===== config.mk =====
export PLATFORM = sky130hd
export DESIGN_NAME = biquad_coefficient_form_converter
export DESIGN_NICKNAME = d
export VERILOG_FILES = /design/src/rtl/bqc_pkg.sv /design/src/rtl/biquad_coefficient_form_converter.sv /design/src/rtl/bqc_ram.sv /design/src/rtl/bqc_alu.sv
export SDC_FILE = /design/constraint.sdc
export NUM_CORES = 2
export LEC_CHECK = 0
export BUFFER_PORTS_ARGS = -buffer_cell sky130_fd_sc_hd__buf_2
export CORE_MARGIN = 1
export CORE_UTILIZATION = 25
export CTS_BUF_LIST = sky130_fd_sc_hd__clkbuf_8 sky130_fd_sc_hd__clkbuf_16
export DETAILED_ROUTE_END_ITERATION = 12
export PLACE_DENSITY = 0.48
export SETUP_SLACK_MARGIN = 0.02
export SYNTH_ARGS = -nofsm -noshare
export SYNTH_HDL_FRONTEND = slang
export SYNTH_SLANG_ARGS = --single-unit

===== constraint.sdc =====
create_clock -name clk -period 15.3 [get_ports clk]
set_input_delay 1.53 -clock clk [delete_from_list [all_inputs] [get_ports clk]]
set_output_delay 1.53 -clock clk [all_outputs]
set_load 0.005 [all_outputs]

===== src/rtl/bqc_pkg.sv =====
// Shared types, constants and the micro-program of the biquad coefficient converter.
`default_nettype none

package bqc_pkg;

	// Number of smoothed coefficients that reach the output
	localparam int COEF_COUNT = 8;
	localparam int IDX_W      = $clog2(COEF_COUNT);

	// Q8.24 limits and constants
	localparam logic signed [31:0] Q_ONE = 32'sh0100_0000;
	localparam logic signed [31:0] Q_MAX = 32'sh7fff_ffff;
	localparam logic signed [31:0] Q_MIN = 32'sh8000_0000;

	localparam logic [15:0] WEIGHT_RESET = 16'd13107;

	// Scratch RAM
	localparam int RAM_DEPTH = 32;
	localparam int RAM_AW    = $clog2(RAM_DEPTH);

	// Scratch RAM map: raw inputs, normalised inputs, new coefficients, temporaries
	localparam logic [RAM_AW-1:0] R_A0I = 5'd0;
	localparam logic [RAM_AW-1:0] R_A1  = 5'd1;
	localparam logic [RAM_AW-1:0] R_A2  = 5'd2;
	localparam logic [RAM_AW-1:0] R_B0  = 5'd3;
	localparam logic [RAM_AW-1:0] R_B1  = 5'd4;
	localparam logic [RAM_AW-1:0] R_B2  = 5'd5;
	localparam logic [RAM_AW-1:0] R_G   = 5'd6;
	localparam logic [RAM_AW-1:0] R_NA1 = 5'd7;
	localparam logic [RAM_AW-1:0] R_NA2 = 5'd8;
	localparam logic [RAM_AW-1:0] R_NB0 = 5'd9;
	localparam logic [RAM_AW-1:0] R_NB1 = 5'd10;
	localparam logic [RAM_AW-1:0] R_NB2 = 5'd11;
	localparam logic [RAM_AW-1:0] R_N0  = 5'd12;
	localparam logic [RAM_AW-1:0] R_N1  = 5'd13;
	localparam logic [RAM_AW-1:0] R_N2  = 5'd14;
	localparam logic [RAM_AW-1:0] R_N3  = 5'd15;
	localparam logic [RAM_AW-1:0] R_N4  = 5'd16;
	localparam logic [RAM_AW-1:0] R_N5  = 5'd17;
	localparam logic [RAM_AW-1:0] R_N6  = 5'd18;
	localparam logic [RAM_AW-1:0] R_N7  = 5'd19;
	localparam logic [RAM_AW-1:0] R_T0  = 5'd20;
	localparam logic [RAM_AW-1:0] R_T1  = 5'd21;
	localparam logic [RAM_AW-1:0] R_T2  = 5'd22;

	// Operations of the shared serial unit
	typedef enum logic [3:0] {
		OP_END,
		OP_MUL,
		OP_AI,
		OP_ADD,
		OP_SUB,
		OP_MOV,
		OP_ONE,
		OP_ZERO,
		OP_AR,
		OP_DIV,
		OP_SQRT,
		OP_SMOOTH
	} op_t;

	typedef struct packed {
		op_t               op;
		logic [RAM_AW-1:0] ra;
		logic [RAM_AW-1:0] rb;
		logic [RAM_AW-1:0] rd;
	} instr_t;

	localparam int PC_W = 5;

	// Request and status between sequencer and arithmetic unit
	typedef struct packed {
		logic start;
		op_t  op;
		logic first;
	} alu_req_t;

	typedef struct packed {
		logic done;
		logic sat;
	} alu_rsp_t;

	function automatic instr_t mk(input op_t op, input logic [RAM_AW-1:0] ra,
			input logic [RAM_AW-1:0] rb, input logic [RAM_AW-1:0] rd);
		instr_t i;
		i.op = op;
		i.ra = ra;
		i.rb = rb;
		i.rd = rd;
		return i;
	endfunction

	// Micro-program: normalisation, then coupled or lattice conversion
	function automatic instr_t prog(input logic lat, input logic [PC_W-1:0] pc);
		instr_t i;
		i = mk(OP_END, R_A0I, R_A0I, R_A0I);
		if (pc < 5'd6) begin
			case (pc)
				5'd0:    i = mk(OP_MUL, R_A1, R_A0I, R_NA1);
				5'd1:    i = mk(OP_MUL, R_A2, R_A0I, R_NA2);
				5'd2:    i = mk(OP_MUL, R_B0, R_A0I, R_NB0);
				5'd3:    i = mk(OP_MUL, R_B1, R_A0I, R_NB1);
				5'd4:    i = mk(OP_MUL, R_B2, R_A0I, R_NB2);
				default: i = mk(OP_MOV, R_G, R_A0I, R_N7);
			endcase
		end else if (!lat) begin
			case (pc)
				5'd6:    i = mk(OP_AR, R_NA1, R_A0I, R_N0);
				5'd7:    i = mk(OP_AI, R_NA1, R_NA2, R_N1);
				5'd8:    i = mk(OP_ONE, R_A0I, R_A0I, R_N2);
				5'd9:    i = mk(OP_ZERO, R_A0I, R_A0I, R_N3);
				5'd10:   i = mk(OP_MUL, R_NA1, R_NB0, R_T0);
				5'd11:   i = mk(OP_SUB, R_NB1, R_T0, R_N4);
				5'd12:   i = mk(OP_MUL, R_NA2, R_NB0, R_T0);
				5'd13:   i = mk(OP_SUB, R_NB2, R_T0, R_T1);
				5'd14:   i = mk(OP_MUL, R_N4, R_N0, R_T0);
				5'd15:   i = mk(OP_ADD, R_T0, R_T1, R_T0);
				5'd16:   i = mk(OP_DIV, R_T0, R_N1, R_N5);
				5'd17:   i = mk(OP_MOV, R_NB0, R_A0I, R_N6);
				default: i = mk(OP_END, R_A0I, R_A0I, R_A0I);
			endcase
		end else begin
			case (pc)
				5'd6:    i = mk(OP_ONE, R_A0I, R_A0I, R_T2);
				5'd7:    i = mk(OP_ADD, R_T2, R_NA2, R_T0);
				5'd8:    i = mk(OP_DIV, R_NA1, R_T0, R_N0);
				5'd9:    i = mk(OP_MOV, R_NA2, R_A0I, R_N1);
				5'd10:   i = mk(OP_MUL, R_N0, R_N0, R_T0);
				5'd11:   i = mk(OP_SUB, R_T2, R_T0, R_T0);
				5'd12:   i = mk(OP_SQRT, R_T0, R_A0I, R_N2);
				5'd13:   i = mk(OP_MUL, R_N1, R_N1, R_T0);
				5'd14:   i = mk(OP_SUB, R_T2, R_T0, R_T0);
				5'd15:   i = mk(OP_SQRT, R_T0, R_A0I, R_N3);
				5'd16:   i = mk(OP_MOV, R_NB2, R_A0I, R_N6);
				5'd17:   i = mk(OP_MUL, R_NA1, R_N6, R_T0);
				5'd18:   i = mk(OP_SUB, R_NB1, R_T0, R_T0);
				5'd19:   i = mk(OP_DIV, R_T0, R_N3, R_N5);
				5'd20:   i = mk(OP_MUL, R_N0, R_N5, R_T0);
				5'd21:   i = mk(OP_MUL, R_T0, R_N3, R_T0);
				5'd22:   i = mk(OP_SUB, R_NB0, R_T0, R_T0);
				5'd23:   i = mk(OP_MUL, R_N1, R_N6, R_T1);
				5'd24:   i = mk(OP_SUB, R_T0, R_T1, R_T0);
				5'd25:   i = mk(OP_MUL, R_N2, R_N3, R_T1);
				5'd26:   i = mk(OP_DIV, R_T0, R_T1, R_N4);
				default: i = mk(OP_END, R_A0I, R_A0I, R_A0I);
			endcase
		end
		return i;
	endfunction

endpackage

`default_nettype wire


===== src/rtl/biquad_coefficient_form_converter.sv =====
// One item at a time: the next item is taken once the result is registered.
// Arithmetic runs on the shared serial unit: 33-step multiply, 56-step divide and
// 28-step square root, each operand pair fetched from a dual-read scratch RAM.
// Reset clears control state, sets the first-pass flag and the weight to 13107.
`default_nettype none

module biquad_coefficient_form_converter import bqc_pkg::*; (
	input  wire logic               clk,
	input  wire logic               arst_n,
	input  wire logic               in_valid,
	output logic                    in_stall,
	input  wire logic        [1:0]  kind,
	input  wire logic signed [31:0] a0_inv,
	input  wire logic signed [31:0] fb_a1,
	input  wire logic signed [31:0] fb_a2,
	input  wire logic signed [31:0] ff_b0,
	input  wire logic signed [31:0] ff_b1,
	input  wire logic signed [31:0] ff_b2,
	input  wire logic signed [31:0] clip_gain,
	output logic                    out_valid,
	input  wire logic               out_stall,
	output logic signed      [31:0] coef_0,
	output logic signed      [31:0] coef_1,
	output logic signed      [31:0] coef_2,
	output logic signed      [31:0] coef_3,
	output logic signed      [31:0] coef_4,
	output logic signed      [31:0] coef_5,
	output logic signed      [31:0] coef_6,
	output logic signed      [31:0] coef_7,
	output logic                    saturated,
	input  wire logic               cfg_valid,
	output logic                    cfg_ready,
	input  wire logic        [15:0] smooth_weight
);

	typedef enum logic [3:0] {
		S_IDLE, S_LOAD, S_READ, S_START, S_WAIT, S_SREAD, S_SSTART, S_SWAIT, S_OUT
	} state_t;

	localparam int          LD_WORDS = 7;
	localparam logic [2:0]  LD_LAST  = 3'(LD_WORDS - 1);
	localparam logic [IDX_W-1:0] IDX_LAST = IDX_W'(COEF_COUNT - 1);

	state_t             state_q;
	logic        [PC_W-1:0]  pc_q;
	logic        [IDX_W-1:0] idx_q;
	logic        [2:0]  ld_cnt_q;
	logic               lat_q;
	logic               restart_q;
	logic               first_q;
	logic               item_sat_q;
	logic        [15:0] weight_q;
	logic               out_valid_q;
	logic               saturated_q;
	logic signed [31:0] coef_q [COEF_COUNT];
	logic signed [31:0] ld_q [LD_WORDS];
	logic signed [31:0] tgt_q [COEF_COUNT];

	logic               in_acc, out_free;
	instr_t             instr;
	alu_req_t           alu_req;
	alu_rsp_t           alu_rsp;
	logic signed [31:0] alu_res;
	logic               ram_we;
	logic [RAM_AW-1:0]  ram_waddr, ram_ra, ram_rb;
	logic [31:0]        ram_wdata, ram_da, ram_db;

	assign in_acc   = in_valid && !in_stall;
	assign out_free = !out_valid_q || !out_stall;
	assign instr    = prog(lat_q, pc_q);

	// scratch RAM ports
	always_comb begin
		ram_we    = 1'b0;
		ram_waddr = RAM_AW'(ld_cnt_q);
		ram_wdata = ld_q[0];
		ram_ra    = instr.ra;
		ram_rb    = instr.rb;
		if (state_q == S_SREAD || state_q == S_SSTART || state_q == S_SWAIT) begin
			ram_ra = R_N0 + RAM_AW'(idx_q);
		end
		if (state_q == S_LOAD) begin
			ram_we = 1'b1;
		end else if (state_q == S_WAIT && alu_rsp.done) begin
			ram_we    = 1'b1;
			ram_waddr = instr.rd;
			ram_wdata = alu_res;
		end
	end

	bqc_ram #(
		.WIDTH (32),
		.DEPTH (RAM_DEPTH)
	) u_ram (
		.clk     (clk),
		.we      (ram_we),
		.waddr   (ram_waddr),
		.wdata   (ram_wdata),
		.raddr_a (ram_ra),
		.raddr_b (ram_rb),
		.rdata_a (ram_da),
		.rdata_b (ram_db)
	);

	// arithmetic unit request
	always_comb begin
		alu_req.start = (state_q == S_START) || (state_q == S_SSTART);
		alu_req.op    = (state_q == S_SSTART) ? OP_SMOOTH : instr.op;
		alu_req.first = first_q;
	end

	bqc_alu u_alu (
		.clk    (clk),
		.arst_n (arst_n),
		.req    (alu_req),
		.opa    (signed'(ram_da)),
		.opb    ((state_q == S_SSTART) ? tgt_q[0] : signed'(ram_db)),
		.weight (weight_q),
		.rsp    (alu_rsp),
		.res    (alu_res)
	);

	// input word shift line and target ring
	always_ff @(posedge clk) begin
		if (state_q == S_IDLE && in_acc) begin
			ld_q[0] <= a0_inv;
			ld_q[1] <= fb_a1;
			ld_q[2] <= fb_a2;
			ld_q[3] <= ff_b0;
			ld_q[4] <= ff_b1;
			ld_q[5] <= ff_b2;
			ld_q[6] <= clip_gain;
		end else if (state_q == S_LOAD) begin
			for (int j = 0; j < LD_WORDS - 1; j++) begin
				ld_q[j] <= ld_q[j + 1];
			end
		end
		if (state_q == S_SWAIT && alu_rsp.done) begin
			for (int j = 0; j < COEF_COUNT - 1; j++) begin
				tgt_q[j] <= tgt_q[j + 1];
			end
			tgt_q[COEF_COUNT - 1] <= alu_res;
		end
	end

	// sequencer, configuration and output register
	always_ff @(posedge clk or negedge arst_n) begin
		if (!arst_n) begin
			state_q     <= S_IDLE;
			pc_q        <= '0;
			idx_q       <= '0;
			ld_cnt_q    <= '0;
			lat_q       <= 1'b0;
			restart_q   <= 1'b0;
			first_q     <= 1'b1;
			item_sat_q  <= 1'b0;
			weight_q    <= WEIGHT_RESET;
			out_valid_q <= 1'b0;
			saturated_q <= 1'b0;
			for (int j = 0; j < COEF_COUNT; j++) begin
				coef_q[j] <= '0;
			end
		end else begin
			if (cfg_valid && cfg_ready) begin
				weight_q <= smooth_weight;
			end
			// output transfer frees the register unless a new result lands now
			if (out_valid_q && !out_stall && state_q != S_OUT) begin
				out_valid_q <= 1'b0;
			end
			unique case (state_q)
				S_IDLE: begin
					if (in_acc) begin
						lat_q      <= kind[0];
						restart_q  <= kind[1];
						item_sat_q <= 1'b0;
						ld_cnt_q   <= '0;
						pc_q       <= '0;
						idx_q      <= '0;
						state_q    <= kind[1] ? S_OUT : S_LOAD;
					end
				end
				S_LOAD: begin
					ld_cnt_q <= ld_cnt_q + 3'd1;
					if (ld_cnt_q == LD_LAST) begin
						state_q <= S_READ;
					end
				end
				S_READ:  state_q <= (instr.op == OP_END) ? S_SREAD : S_START;
				S_START: state_q <= S_WAIT;
				S_WAIT: begin
					if (alu_rsp.done) begin
						item_sat_q <= item_sat_q | alu_rsp.sat;
						pc_q       <= pc_q + 1'b1;
						state_q    <= S_READ;
					end
				end
				S_SREAD:  state_q <= S_SSTART;
				S_SSTART: state_q <= S_SWAIT;
				S_SWAIT: begin
					if (alu_rsp.done) begin
						idx_q   <= idx_q + 1'b1;
						state_q <= (idx_q == IDX_LAST) ? S_OUT : S_SREAD;
					end
				end
				S_OUT: begin
					if (out_free) begin
						for (int j = 0; j < COEF_COUNT; j++) begin
							coef_q[j] <= restart_q ? 32'sd0 : tgt_q[j];
						end
						saturated_q <= restart_q ? 1'b0 : item_sat_q;
						out_valid_q <= 1'b1;
						first_q     <= restart_q;
						state_q     <= S_IDLE;
					end else if (out_valid_q && !out_stall) begin
						out_valid_q <= 1'b0;
					end
				end
				default: state_q <= S_IDLE;
			endcase
		end
	end

	assign in_stall  = (state_q != S_IDLE);
	// weight only changes between items
	assign cfg_ready = (state_q == S_IDLE);
	assign out_valid = out_valid_q;
	assign saturated = saturated_q;
	assign coef_0    = coef_q[0];
	assign coef_1    = coef_q[1];
	assign coef_2    = coef_q[2];
	assign coef_3    = coef_q[3];
	assign coef_4    = coef_q[4];
	assign coef_5    = coef_q[5];
	assign coef_6    = coef_q[6];
	assign coef_7    = coef_q[7];

`ifndef ASSERT_OFF
	// the unit only finishes while the sequencer waits for it
	a_done_waited: assert property (@(posedge clk) disable iff (!arst_n)
		alu_rsp.done |-> (state_q == S_WAIT || state_q == S_SWAIT))
		else $error("arithmetic unit finished with no operation pending");

	// an accepted item either loads or, on restart, goes straight to output
	a_accept_path: assert property (@(posedge clk) disable iff (!arst_n)
		in_acc |=> (state_q == S_LOAD || state_q == S_OUT))
		else $error("accepted item took no valid path");

	// a restart transfer gives zeros and rearms the first pass
	a_restart_out: assert property (@(posedge clk) disable iff (!arst_n)
		(state_q == S_OUT && out_free && restart_q) |=>
			(coef_q[0] == 32'sd0 && !saturated_q && first_q && out_valid_q))
		else $error("restart result not cleared");
`endif

endmodule

`default_nettype wire


===== src/rtl/bqc_ram.sv =====
// Generic RAM: one write port, two registered read ports.
`default_nettype none

module bqc_ram #(
	parameter int WIDTH = 32,
	parameter int DEPTH = 32
) (
	input  wire logic                     clk,
	input  wire logic                     we,
	input  wire logic [$clog2(DEPTH)-1:0] waddr,
	input  wire logic [WIDTH-1:0]         wdata,
	input  wire logic [$clog2(DEPTH)-1:0] raddr_a,
	input  wire logic [$clog2(DEPTH)-1:0] raddr_b,
	output logic      [WIDTH-1:0]         rdata_a,
	output logic      [WIDTH-1:0]         rdata_b
);

	logic [WIDTH-1:0] mem_q [DEPTH];

	// write and registered reads
	always_ff @(posedge clk) begin
		if (we) begin
			mem_q[waddr] <= wdata;
		end
		rdata_a <= mem_q[raddr_a];
		rdata_b <= mem_q[raddr_b];
	end

endmodule

`default_nettype wire


===== src/rtl/bqc_alu.sv =====
// Shared serial arithmetic unit: Q8.24 multiply, divide, square root and smoothing.
`default_nettype none

module bqc_alu import bqc_pkg::*; (
	input  wire logic               clk,
	input  wire logic               arst_n,
	input  wire alu_req_t           req,
	input  wire logic signed [31:0] opa,
	input  wire logic signed [31:0] opb,
	input  wire logic        [15:0] weight,
	output alu_rsp_t                rsp,
	output logic signed      [31:0] res
);

	typedef enum logic [2:0] {
		A_IDLE, A_MUL, A_MFIN, A_ROOT, A_RFIN, A_DIV, A_DFIN, A_DONE
	} astate_t;

	localparam logic [5:0] MUL_LAST  = 6'd32;
	localparam logic [5:0] ROOT_LAST = 6'd27;
	localparam logic [5:0] DIV_LAST  = 6'd55;
	localparam logic signed [67:0] MAX68 = 68'sd2147483647;
	localparam logic signed [67:0] MIN68 = -68'sd2147483648;

	astate_t            state_q;
	op_t                op_q;
	logic signed [31:0] b_q;
	logic        [5:0]  cnt_q;
	logic signed [33:0] ma_q;
	logic signed [34:0] mhi_q;
	logic        [32:0] mlo_q;
	logic        [55:0] rad_q;
	logic        [27:0] root_q;
	logic        [29:0] rem_q;
	logic        [55:0] dq_q;
	logic        [31:0] drem_q;
	logic        [31:0] dm_q;
	logic               dneg_q;
	logic signed [31:0] res_q;
	logic               sat_q;

	function automatic logic signed [31:0] sat32(input logic signed [67:0] v);
		if (v > MAX68) return Q_MAX;
		if (v < MIN68) return Q_MIN;
		return v[31:0];
	endfunction

	function automatic logic ovf32(input logic signed [67:0] v);
		return (v > MAX68) || (v < MIN68);
	endfunction

	// multiplier step: signed shift-add, sign bit of the multiplier subtracts
	logic signed [34:0] madd, msum;
	logic signed [67:0] prod, prod_r24, prod_r16;
	logic signed [43:0] q24;
	logic signed [32:0] inc16;
	logic signed [32:0] smooth_sum;
	logic signed [44:0] sq;
	logic        [44:0] nsq;
	always_comb begin
		madd = '0;
		if (mlo_q[0]) begin
			madd = (cnt_q == MUL_LAST) ? -{ma_q[33], ma_q} : {ma_q[33], ma_q};
		end
		msum       = mhi_q + madd;
		prod       = {mhi_q, mlo_q};
		prod_r24   = prod + 68'sd8388608;
		prod_r16   = prod + 68'sd32768;
		q24        = prod_r24[67:24];
		inc16      = prod_r16[48:16];
		smooth_sum = {b_q[31], b_q} + inc16;
		sq         = {q24[43], q24} - ({{13{b_q[31]}}, b_q} <<< 2);
		nsq        = 45'd0 - sq;
	end

	// square root step: two radicand bits a cycle
	logic [31:0] rem2, trial, rdiff;
	always_comb begin
		rem2  = {rem_q, rad_q[55:54]};
		trial = {2'b00, root_q, 2'b01};
		rdiff = rem2 - trial;
	end

	// divider step: one quotient bit a cycle
	logic [32:0] r2, ddiff;
	logic        dge;
	always_comb begin
		r2    = {drem_q, dq_q[55]};
		ddiff = r2 - {1'b0, dm_q};
		dge   = r2 >= {1'b0, dm_q};
	end

	// operations done without iteration, and operand magnitudes
	logic signed [32:0] add33, sub33, ar33, nega, negb;
	logic        [31:0] abs_a, abs_b;
	always_comb begin
		add33 = {opa[31], opa} + {opb[31], opb};
		sub33 = {opa[31], opa} - {opb[31], opb};
		ar33  = 33'sd1 - {opa[31], opa};
		nega  = -{opa[31], opa};
		negb  = -{opb[31], opb};
		abs_a = opa[31] ? nega[31:0] : opa;
		abs_b = opb[31] ? negb[31:0] : opb;
	end

	// sequencer of the unit
	always_ff @(posedge clk or negedge arst_n) begin
		if (!arst_n) begin
			state_q <= A_IDLE;
			op_q    <= OP_END;
			b_q     <= '0;
			cnt_q   <= '0;
			ma_q    <= '0;
			mhi_q   <= '0;
			mlo_q   <= '0;
			rad_q   <= '0;
			root_q  <= '0;
			rem_q   <= '0;
			dq_q    <= '0;
			drem_q  <= '0;
			dm_q    <= '0;
			dneg_q  <= 1'b0;
			res_q   <= '0;
			sat_q   <= 1'b0;
		end else begin
			unique case (state_q)
				A_IDLE: begin
					if (req.start) begin
						op_q  <= req.op;
						b_q   <= opb;
						cnt_q <= '0;
						sat_q <= 1'b0;
						mhi_q <= '0;
						state_q <= A_DONE;
						case (req.op)
							OP_MUL: begin
								ma_q    <= {opa[31], opa[31], opa};
								mlo_q   <= {opb[31], opb};
								state_q <= A_MUL;
							end
							OP_AI: begin
								ma_q    <= {opa[31], opa[31], opa};
								mlo_q   <= {opa[31], opa};
								state_q <= A_MUL;
							end
							OP_SMOOTH: begin
								if (req.first) begin
									res_q <= opa;
								end else begin
									ma_q    <= {18'd0, weight};
									mlo_q   <= sub33;
									state_q <= A_MUL;
								end
							end
							OP_DIV: begin
								if (opb == '0) begin
									res_q <= opa[31] ? Q_MIN : Q_MAX;
									sat_q <= 1'b1;
								end else begin
									dq_q    <= {abs_a, 24'd0};
									drem_q  <= '0;
									dm_q    <= abs_b;
									dneg_q  <= opa[31] ^ opb[31];
									state_q <= A_DIV;
								end
							end
							OP_SQRT: begin
								rad_q   <= {abs_a, 24'd0};
								root_q  <= '0;
								rem_q   <= '0;
								state_q <= A_ROOT;
							end
							OP_ADD: begin
								res_q <= sat32({{35{add33[32]}}, add33});
								sat_q <= ovf32({{35{add33[32]}}, add33});
							end
							OP_SUB: begin
								res_q <= sat32({{35{sub33[32]}}, sub33});
								sat_q <= ovf32({{35{sub33[32]}}, sub33});
							end
							OP_AR:   res_q <= ar33[32:1];
							OP_ONE:  res_q <= Q_ONE;
							OP_ZERO: res_q <= '0;
							default: res_q <= opa;
						endcase
					end
				end
				A_MUL: begin
					mhi_q <= {msum[34], msum[34:1]};
					mlo_q <= {msum[0], mlo_q[32:1]};
					cnt_q <= cnt_q + 6'd1;
					if (cnt_q == MUL_LAST) begin
						state_q <= A_MFIN;
					end
				end
				A_MFIN: begin
					cnt_q   <= '0;
					state_q <= A_DONE;
					case (op_q)
						OP_SMOOTH: res_q <= smooth_sum[31:0];
						OP_AI: begin
							// sq limited to at most zero, root of -sq scaled by 2^22
							rad_q   <= sq[44] ? {nsq[33:0], 22'd0} : 56'd0;
							root_q  <= '0;
							rem_q   <= '0;
							state_q <= A_ROOT;
						end
						default: begin
							res_q <= sat32({{24{q24[43]}}, q24});
							sat_q <= ovf32({{24{q24[43]}}, q24});
						end
					endcase
				end
				A_ROOT: begin
					rad_q <= {rad_q[53:0], 2'b00};
					if (rem2 >= trial) begin
						rem_q  <= rdiff[29:0];
						root_q <= {root_q[26:0], 1'b1};
					end else begin
						rem_q  <= rem2[29:0];
						root_q <= {root_q[26:0], 1'b0};
					end
					cnt_q <= cnt_q + 6'd1;
					if (cnt_q == ROOT_LAST) begin
						state_q <= A_RFIN;
					end
				end
				A_RFIN: begin
					// pole imaginary part floored at 16 epsilon
					if (op_q == OP_AI && root_q < 28'd16) begin
						res_q <= 32'sd16;
					end else begin
						res_q <= {4'd0, root_q};
					end
					state_q <= A_DONE;
				end
				A_DIV: begin
					drem_q <= dge ? ddiff[31:0] : r2[31:0];
					dq_q   <= {dq_q[54:0], dge};
					cnt_q  <= cnt_q + 6'd1;
					if (cnt_q == DIV_LAST) begin
						state_q <= A_DFIN;
					end
				end
				A_DFIN: begin
					if (dneg_q) begin
						if (dq_q > 56'd2147483648) begin
							res_q <= Q_MIN;
							sat_q <= 1'b1;
						end else begin
							res_q <= 32'd0 - dq_q[31:0];
						end
					end else if (dq_q > 56'd2147483647) begin
						res_q <= Q_MAX;
						sat_q <= 1'b1;
					end else begin
						res_q <= dq_q[31:0];
					end
					state_q <= A_DONE;
				end
				A_DONE: state_q <= A_IDLE;
				default: state_q <= A_IDLE;
			endcase
		end
	end

	assign rsp.done = (state_q == A_DONE);
	assign rsp.sat  = sat_q;
	assign res      = res_q;

endmodule

`default_nettype wire


**After elaboration in Yosys (flattened, before gate mapping)**

Memory sizes are Yosys's and may differ from the RTL's. A register that Yosys moved wholly into a read port is not among the register bits.
Index checks and enable logic that the tools add are counted.

- Bitwise gates (word level): 9
- Eq/ne operators: 60
- Magnitude comparators: 12
- Reductions and logical operators: 56
- Add/sub/neg operators: 20
- Mux-type cells: 162

Operators with widths:

| kind | count |
|---|---|
| 2-to-1 mux 32 bit | 42 |
| 2-to-1 mux 56 bit | 7 |
| case mux 32 bit (8 select lines) | 1 |
| case mux 56 bit (3 select lines) | 1 |
| case mux 32 bit (2 select lines) | 2 |
| case mux 32 bit (4 select lines) | 1 |
| 2-to-1 mux 30 bit | 4 |
| 2-to-1 mux 28 bit | 4 |
| case mux 56 bit (2 select lines) | 1 |
| 2-to-1 mux 35 bit | 3 |
| case mux 33 bit (3 select lines) | 1 |
| case mux 18 bit (5 select lines) | 1 |
| case mux 30 bit (3 select lines) | 1 |
| case mux 28 bit (3 select lines) | 1 |
| case mux 35 bit (2 select lines) | 1 |
| adder 68 x 25 -> 68 bit, second input constant | 1 |
| case mux 34 bit (2 select lines) | 1 |
| > comparator 33 x 32 -> 1 bit, second input constant | 2 |
| less-than comparator 33 x 32 -> 1 bit, second input constant | 2 |
| 2-to-1 mux 33 bit | 2 |
| case mux 33 bit (2 select lines) | 1 |
| negator 32 bit | 2 |
| > comparator 56 x 31 -> 1 bit, second input constant | 1 |
| > comparator 56 x 32 -> 1 bit, second input constant | 1 |
| 76 further kinds | 235 |

- Bits in registers: 708
- Bits in read-only memories: 1184
- Memories kept: 5
- Bits in writable memories: 1504
- Logic and storage cells: 359
- Output and inout port bits: 260

Memories:

| memory | depth | width | rd ports | clocked after Yosys merged registers in | write ports | RTL line | text |
|---|---|---|---|---|---|---|---|
| u_ram.mem_q | 32 | 32 | 2 | 2 | 1 | bqc_ram.sv:18 | `logic [WIDTH-1:0] mem_q [DEPTH];` |
| (no name shown) | 32 | 19 | 1 | 0 | 0 | bqc_pkg.sv:123 | `case (pc)` |
| (no name shown) | 32 | 18 | 1 | 0 | 0 | bqc_pkg.sv:107 | `case (pc)` |
| tgt_q | 8 | 32 | 8 | 0 | 8 | biquad_coefficient_form_converter.sv:57 | `logic signed [31:0] tgt_q [COEF_COUNT];` |
| ld_q | 7 | 32 | 7 | 0 | 7 | biquad_coefficient_form_converter.sv:56 | `logic signed [31:0] ld_q [LD_WORDS];` |

**Longest topological paths before layout**

- Word-level depth: 17
- Gate-level depth with buffers: 22

**Modules after synthesis**

A second synthesis with hierarchy kept.

- Cell total of the unflattened synthesis: 10955
- Area, all modules: 118102.0 sq um

Modules (own cells, without submodules):

| module | cells each | times used | area an instance (sq um) |
|---|---|---|---|
| bqc_ram | 3450 | 1 | 50041.7 |
| bqc_alu | 4766 | 1 | 36567.6 |
| biquad_coefficient_form_converter | 2739 | 1 | 31492.7 |

**Worst setup path before layout**

No wires, ideal clock.

- Path kind: reg-to-reg
- From: register u_alu.state_q[0]
- To: memory tgt_q[0][0] (enable)
- Setup slack: 2691 ps
- Path buffers: 2
- Data required time: 14421 ps
- Cell stages (with the launch flop): 6
- Library setup time: 879 ps
- Arrival: 11731 ps
- Path through: dfrtp_1 > clkbuf_1 > and2_1 > clkbuf_1 > nand2_1 > nor2_1

RTL lines:

| what | RTL line | text |
|---|---|---|
| from (decl) | bqc_alu.sv:25 | `astate_t state_q;` |
| from (signal assigned) | bqc_alu.sv:109 | `state_q <= A_IDLE;` |
| from (signal assigned) | bqc_alu.sv:134 | `state_q <= A_DONE;` |
| from (signal assigned) | bqc_alu.sv:139 | `state_q <= A_MUL;` |
| to (decl) | biquad_coefficient_form_converter.sv:57 |  |

**Worst setup path in the final report**

- From: register state_q[0]
- To: register u_alu.res_q[23], in the netlist u_alu.res[23]

- Word-level cells in the longest chain between the ends: 14
- Elaborated cells between the ends (all ways): 55
- Classes of those cells: add/sub (2); order compare (4); eq/ne (16); mux (29); reduce/logical (4)

RTL lines:

| what | RTL line | text |
|---|---|---|
| from (decl) | biquad_coefficient_form_converter.sv:44 | `state_t state_q;` |
| from (signal assigned) | biquad_coefficient_form_converter.sv:180 | `state_q <= kind[1] ? S_OUT : S_LOAD;` |
| from (signal assigned) | biquad_coefficient_form_converter.sv:189 | `S_READ: state_q <= (instr.op == OP_END) ? S_SREAD : S_START;` |
| from (signal assigned) | biquad_coefficient_form_converter.sv:203 | `state_q <= (idx_q == IDX_LAST) ? S_OUT : S_SREAD;` |
| == test 4 x 3 -> 1 bit | biquad_coefficient_form_converter.sv:107, biquad_coefficient_form_converter.sv:108, biquad_coefficient_form_converter.sv:117 |  |
| 2-to-1 mux 32 bit | biquad_coefficient_form_converter.sv:117 | `.opb ((state_q == S_SSTART) ? tgt_q[0] : signed'(ram_db)),` |
| subtractor 32 x 32 -> 33 bit / adder 32 x 32 -> 33 bit (equally long branches) | bqc_alu.sv:98, bqc_alu.sv:97 |  |
| less-than comparator 33 x 32 -> 1 bit | bqc_alu.sv:44 | `if (v < MIN68) return Q_MIN;` |
| 2-to-1 mux 1 bit (2 in series) | bqc_alu.sv:44 |  |
| 2-to-1 mux 1 bit | bqc_alu.sv:135 | `case (req.op)` |
| 2-to-1 mux 1 bit | bqc_alu.sv:128 | `if (req.start) begin` |
| 2-to-1 mux 1 bit | bqc_alu.sv:126 | `unique case (state_q)` |
| 2-to-1 mux 32 bit | bqc_alu.sv:45 | `return v[31:0];` |
| 2-to-1 mux 32 bit | bqc_alu.sv:44 |  |
| case mux 32 bit (8 select lines) | bqc_alu.sv:135 |  |
| 2-to-1 mux 32 bit | bqc_alu.sv:128 |  |
| case mux 32 bit (4 select lines) | bqc_alu.sv:126 |  |
| to (signal assigned) | bqc_alu.sv:148 | `res_q <= opa;` |
| to (signal assigned) | bqc_alu.sv:157 | `res_q <= opa[31] ? Q_MIN : Q_MAX;` |
| to (signal assigned) | bqc_alu.sv:174 | `res_q <= sat32({{35{add33[32]}}, add33});` |
| to (decl) | bqc_alu.sv:39 | `logic signed [31:0] res_q;` |

Parallel ways exist; a longest one is shown, timed or not. The select of a mux whose other input is x is not followed.
A chain may end at the register's enable or synchronous reset.

==> flow_summary.ini <==
[outcome]
outcome = complete, no violations

[global_route]
grt_util_met1_pct = 25.6
grt_overflow_total = 0
grt_first_pass_wirelength_um = 687000
number_of_antenna_violations_at_the_first_check_in_global_routing = 70
fraction_of_met3_tracks_used_by_global_routing_pct = 2.79
grt.total_usage_pct = 19.3
grt_most_used_layer = met2
number_of_global_route_vias_before_repair = 92500
grt_util_met2_pct = 30.8
maximum_number_of_pins_on_one_net_before_global_route_repair = 237

[drt]
first_pass_iters = 6
avgViaCountPerCell = 5.03
drc_errors = 0
routedWlPerCell_um = 24.7
num_vias = 98900
ant_nets = 0
drt_iter0_drc = 9890
wirelength_um = 485000

[synth]
multiplexer_fraction_of_the_synthesized_cell_area_pct = 1.11
synthesis.area_um2 = 120000
synth.yosys.warnings = 0
yosys_register_bits = 2251
postSynthAreaPerCell_um2 = 9.34
synth_adder_area_share_pct = 2.68
seq_area_frac_synth_pct = 53.1
yosys.area_share.xor_xnor_pct = 2.89
ys_top_cells_by_area = edfxtp_1 (38%), dfrtp_1 (14%), nand2_1 (9.7%)
complex_gate_fraction_of_the_synthesized_area_pct = 14.6
synth_enable_flop_cells = 1504
synthSimpleGateAreaFrac_pct = 21.9
main_combinational_cell_family_by_area_after_synthesis = simple AND/OR/NAND/NOR gates
synthCells = 12800
synthFlopType = edfxtp_1
yosysTopAreaCellShare_pct = 37.8
netlist.top_cell.by_area = edfxtp_1
synth_async_sr_flop_share_pct = 30.3
ys_types = 121

[setup_path]
worst-r2r-cell-count = 16
critPathRequiredTime_ns = 16.11
crit-reg2reg-capture = u_alu.res[23]$_DFFE_PN0P_
critical_path_buf_inv_count = 2
max_stage_delay_ns = 0.75
cp-start-kind = flip-flop
cp_max_fo = 47
worstPathArrival_ns = 7.45
worst_setup_path_end_kind = flip-flop
crit_slowest_cell = nand2_1
worstPathCellList = and4bb_4, buf_4, mux2i_1, inv_1, ha_1, a21oi_1, nor3b_1, or3_1, a221o_1, a211oi_1, o21ai_0, a21o_1, nand2_1, o21ai_0, a211oi_1, o221ai_1
worst_path_dominant_cell_family = compound AO/OA/AOI/OAI gates
setup.worst_path.class = reg2reg
cp.depth = 16
setup.reg_to_reg.worst_slack_ns = 8.65
worstReg2RegStart = state_q[0]$_DFFE_PN0P_

[clock_tree]
insertion_delay_ns = 0.97
worst_setup_hold_path_clk_slew_ns = 0.06
clock_buffer_count_from_cts = 285
cts_tree = built
clk_path_buf_depth = 4
number_of_buffers_inserted_for_hold_repair_after_clock_tree_synthesis = 0
buffer_count_from_post_cts_setup_fixing = 0
post_cts_resized = 0
clock_tree.htree_level_count = 5
clock_tree.root_cell = clkbuf_16
cts_sinks = 2251

[sta]
setup-violations-final = 0
rsz0062_at_grt = no
maxClockFrequency_ghz = 0.150
worst_margin_slew_ns = 1.23
maxSlewViolCount = 0
timing.max_slew.rel_slack_pct = 15.7
fin_crit_sh_pct = 43.5
finalHoldViolCount = 0
setup_tns_ns = 0
final.setup_skew_ns = 0.0719
fin_crit_ns = 6.65

[hold_path]
holdPathStages = 0
min-delay-start = tgt_q[1][28]$_DFFE_PP_
hold_class = reg2reg
hold_path_end = tgt_q[0][124]$_DFFE_PP_

[final_layout]
finished_core_util_pct = 29.2
final_common_cell = nand2_1
finalNonFillerCells = 19700
syn2layout_area_growth_pct = 16.1
post_route_cells_drive_above_1_share_pct = 10.1
layout.nets = 13500
commonest_non_fill_non_tap_cells_in_the_layout = nand2_1 (3083), edfxtp_1 (1504), nor2_1 (1115)

[floorplanning]
floorplan.initialDensity_pct = 25.1
die_area_um2 = 481000
ioPinCount = 507
core.rowCount = 253
die_h_um = 694
floorplan.core_area_um2 = 475000
die_width_um = 694

[placement]
inst_count_dp = 19100
hpwlAfterDp_um = 322000
place.gp.congestion = 0.956
placement.io_buffers = 506

[power_and_ir_drop]
cellLeakagePower_uw = 0.0539
p_per_area_nw_per_um2 = 229
max-vdd-ir-drop_mv = 0.285

[job]
timing.max_cap.violations = 0
-- stage by stage --
stage | hold WS (ns) | setup WS, ns | power (uW) | instance area, um2
6_report | 0.444 | 8.65 | 31800 | 139000
5_1_grt | 0.458 | 8.18 | 33600 | 139000
4_1_cts | 0.443 | 8.71 | 31800 | 139000
3_5_place_dp | 0.434 | 8.75 | 24900 | 129000
3_3_place_gp | 0.433 | 8.92 | 24900 | 129000
2_1_floorplan | 0.428 | 2.69 | 18900 | 120000
-- area by class of cell --
cell class,instances,area (um2)
timing repair buffer,711,4220
clock inverter,194,1790
inverter,236,893
clock buffer,322,7650
fill,50100,337000
multi-input combinational,9554,52600
tap,6375,7980
sequential,2251,63600
antenna,18,45.0
-- per-layer routing --
metal,share of wire [%],up-vias
met1,42,48300
met4,5.7,8
met2,45,3846
li1,-,45800
met3,6.5,914
met5,0.010,-
-- where the power goes --
| group | internal (uW) | switching, uW | total, uW |
|---|---|---|---|
| Clock | 3930 | 2890 | 6820 |
| Sequential | 8420 | 1220 | 9640 |
| Combinational | 4670 | 10700 | 15300 |
| Total | 17000 | 14800 | 31800 |
-- synth_stat cells, types with 69 or more instances --
cell type	instances
nor2_1	1146
a21o_1	149
edfxtp_1	1504
a31oi_1	124
mux2i_1	101
a311oi_1	200
nand2b_1	314
xor2_1	144
nand3_1	727
xnor2_1	250
dfrtp_1	674
nand2_1	3090
a211oi_1	90
buf_1	69
o21ai_0	888
inv_1	231
ha_1	248
nor3_1	138
clkbuf_1	747
and3_1	168
o211ai_1	297
a21oi_1	358
-- registers in the layout, indices dropped and copies added, names as in the netlist, 33 cells and up --
name	count
u_alu.mhi_q	34
u_alu.rad_q	34
u_ram.mem_q	1024
u_alu.dq_q	56
tgt_q	256
ld_q	224
u_alu.mlo_q	33
-- logic make-up (layout without fill, tap and decap cells) --
family	after synthesis	after routing
flip-flops	2251	2251
AND/OR/NAND/NOR	5996	5996
multiplexers	127	127
adder cells (fa/ha/maj)	253	253
XOR/XNOR	394	394
AO/OA/AOI/OAI	2656	2656
other	1	146
buffers and inverters	1124	1463
-- worst max-delay path by stage --
stage	from	to	slack [ns]
after floorplan	u_alu.state_q[0]$_DFFE_PN0P_	tgt_q[0][0]$_DFFE_PP_	2.69
after global placement	state_q[0]$_DFFE_PN0P_	u_alu.res[23]$_DFFE_PN0P_	8.92
after detailed placement	state_q[0]$_DFFE_PN0P_	u_alu.res[23]$_DFFE_PN0P_	8.75
after CTS	state_q[0]$_DFFE_PN0P_	u_alu.res[23]$_DFFE_PN0P_	8.71
after global routing	state_q[0]$_DFFE_PN0P_	u_alu.res[11]$_DFFE_PN0P_	8.18
final	state_q[0]$_DFFE_PN0P_	u_alu.res[23]$_DFFE_PN0P_	8.65
(Power assumes the default switching activity.)
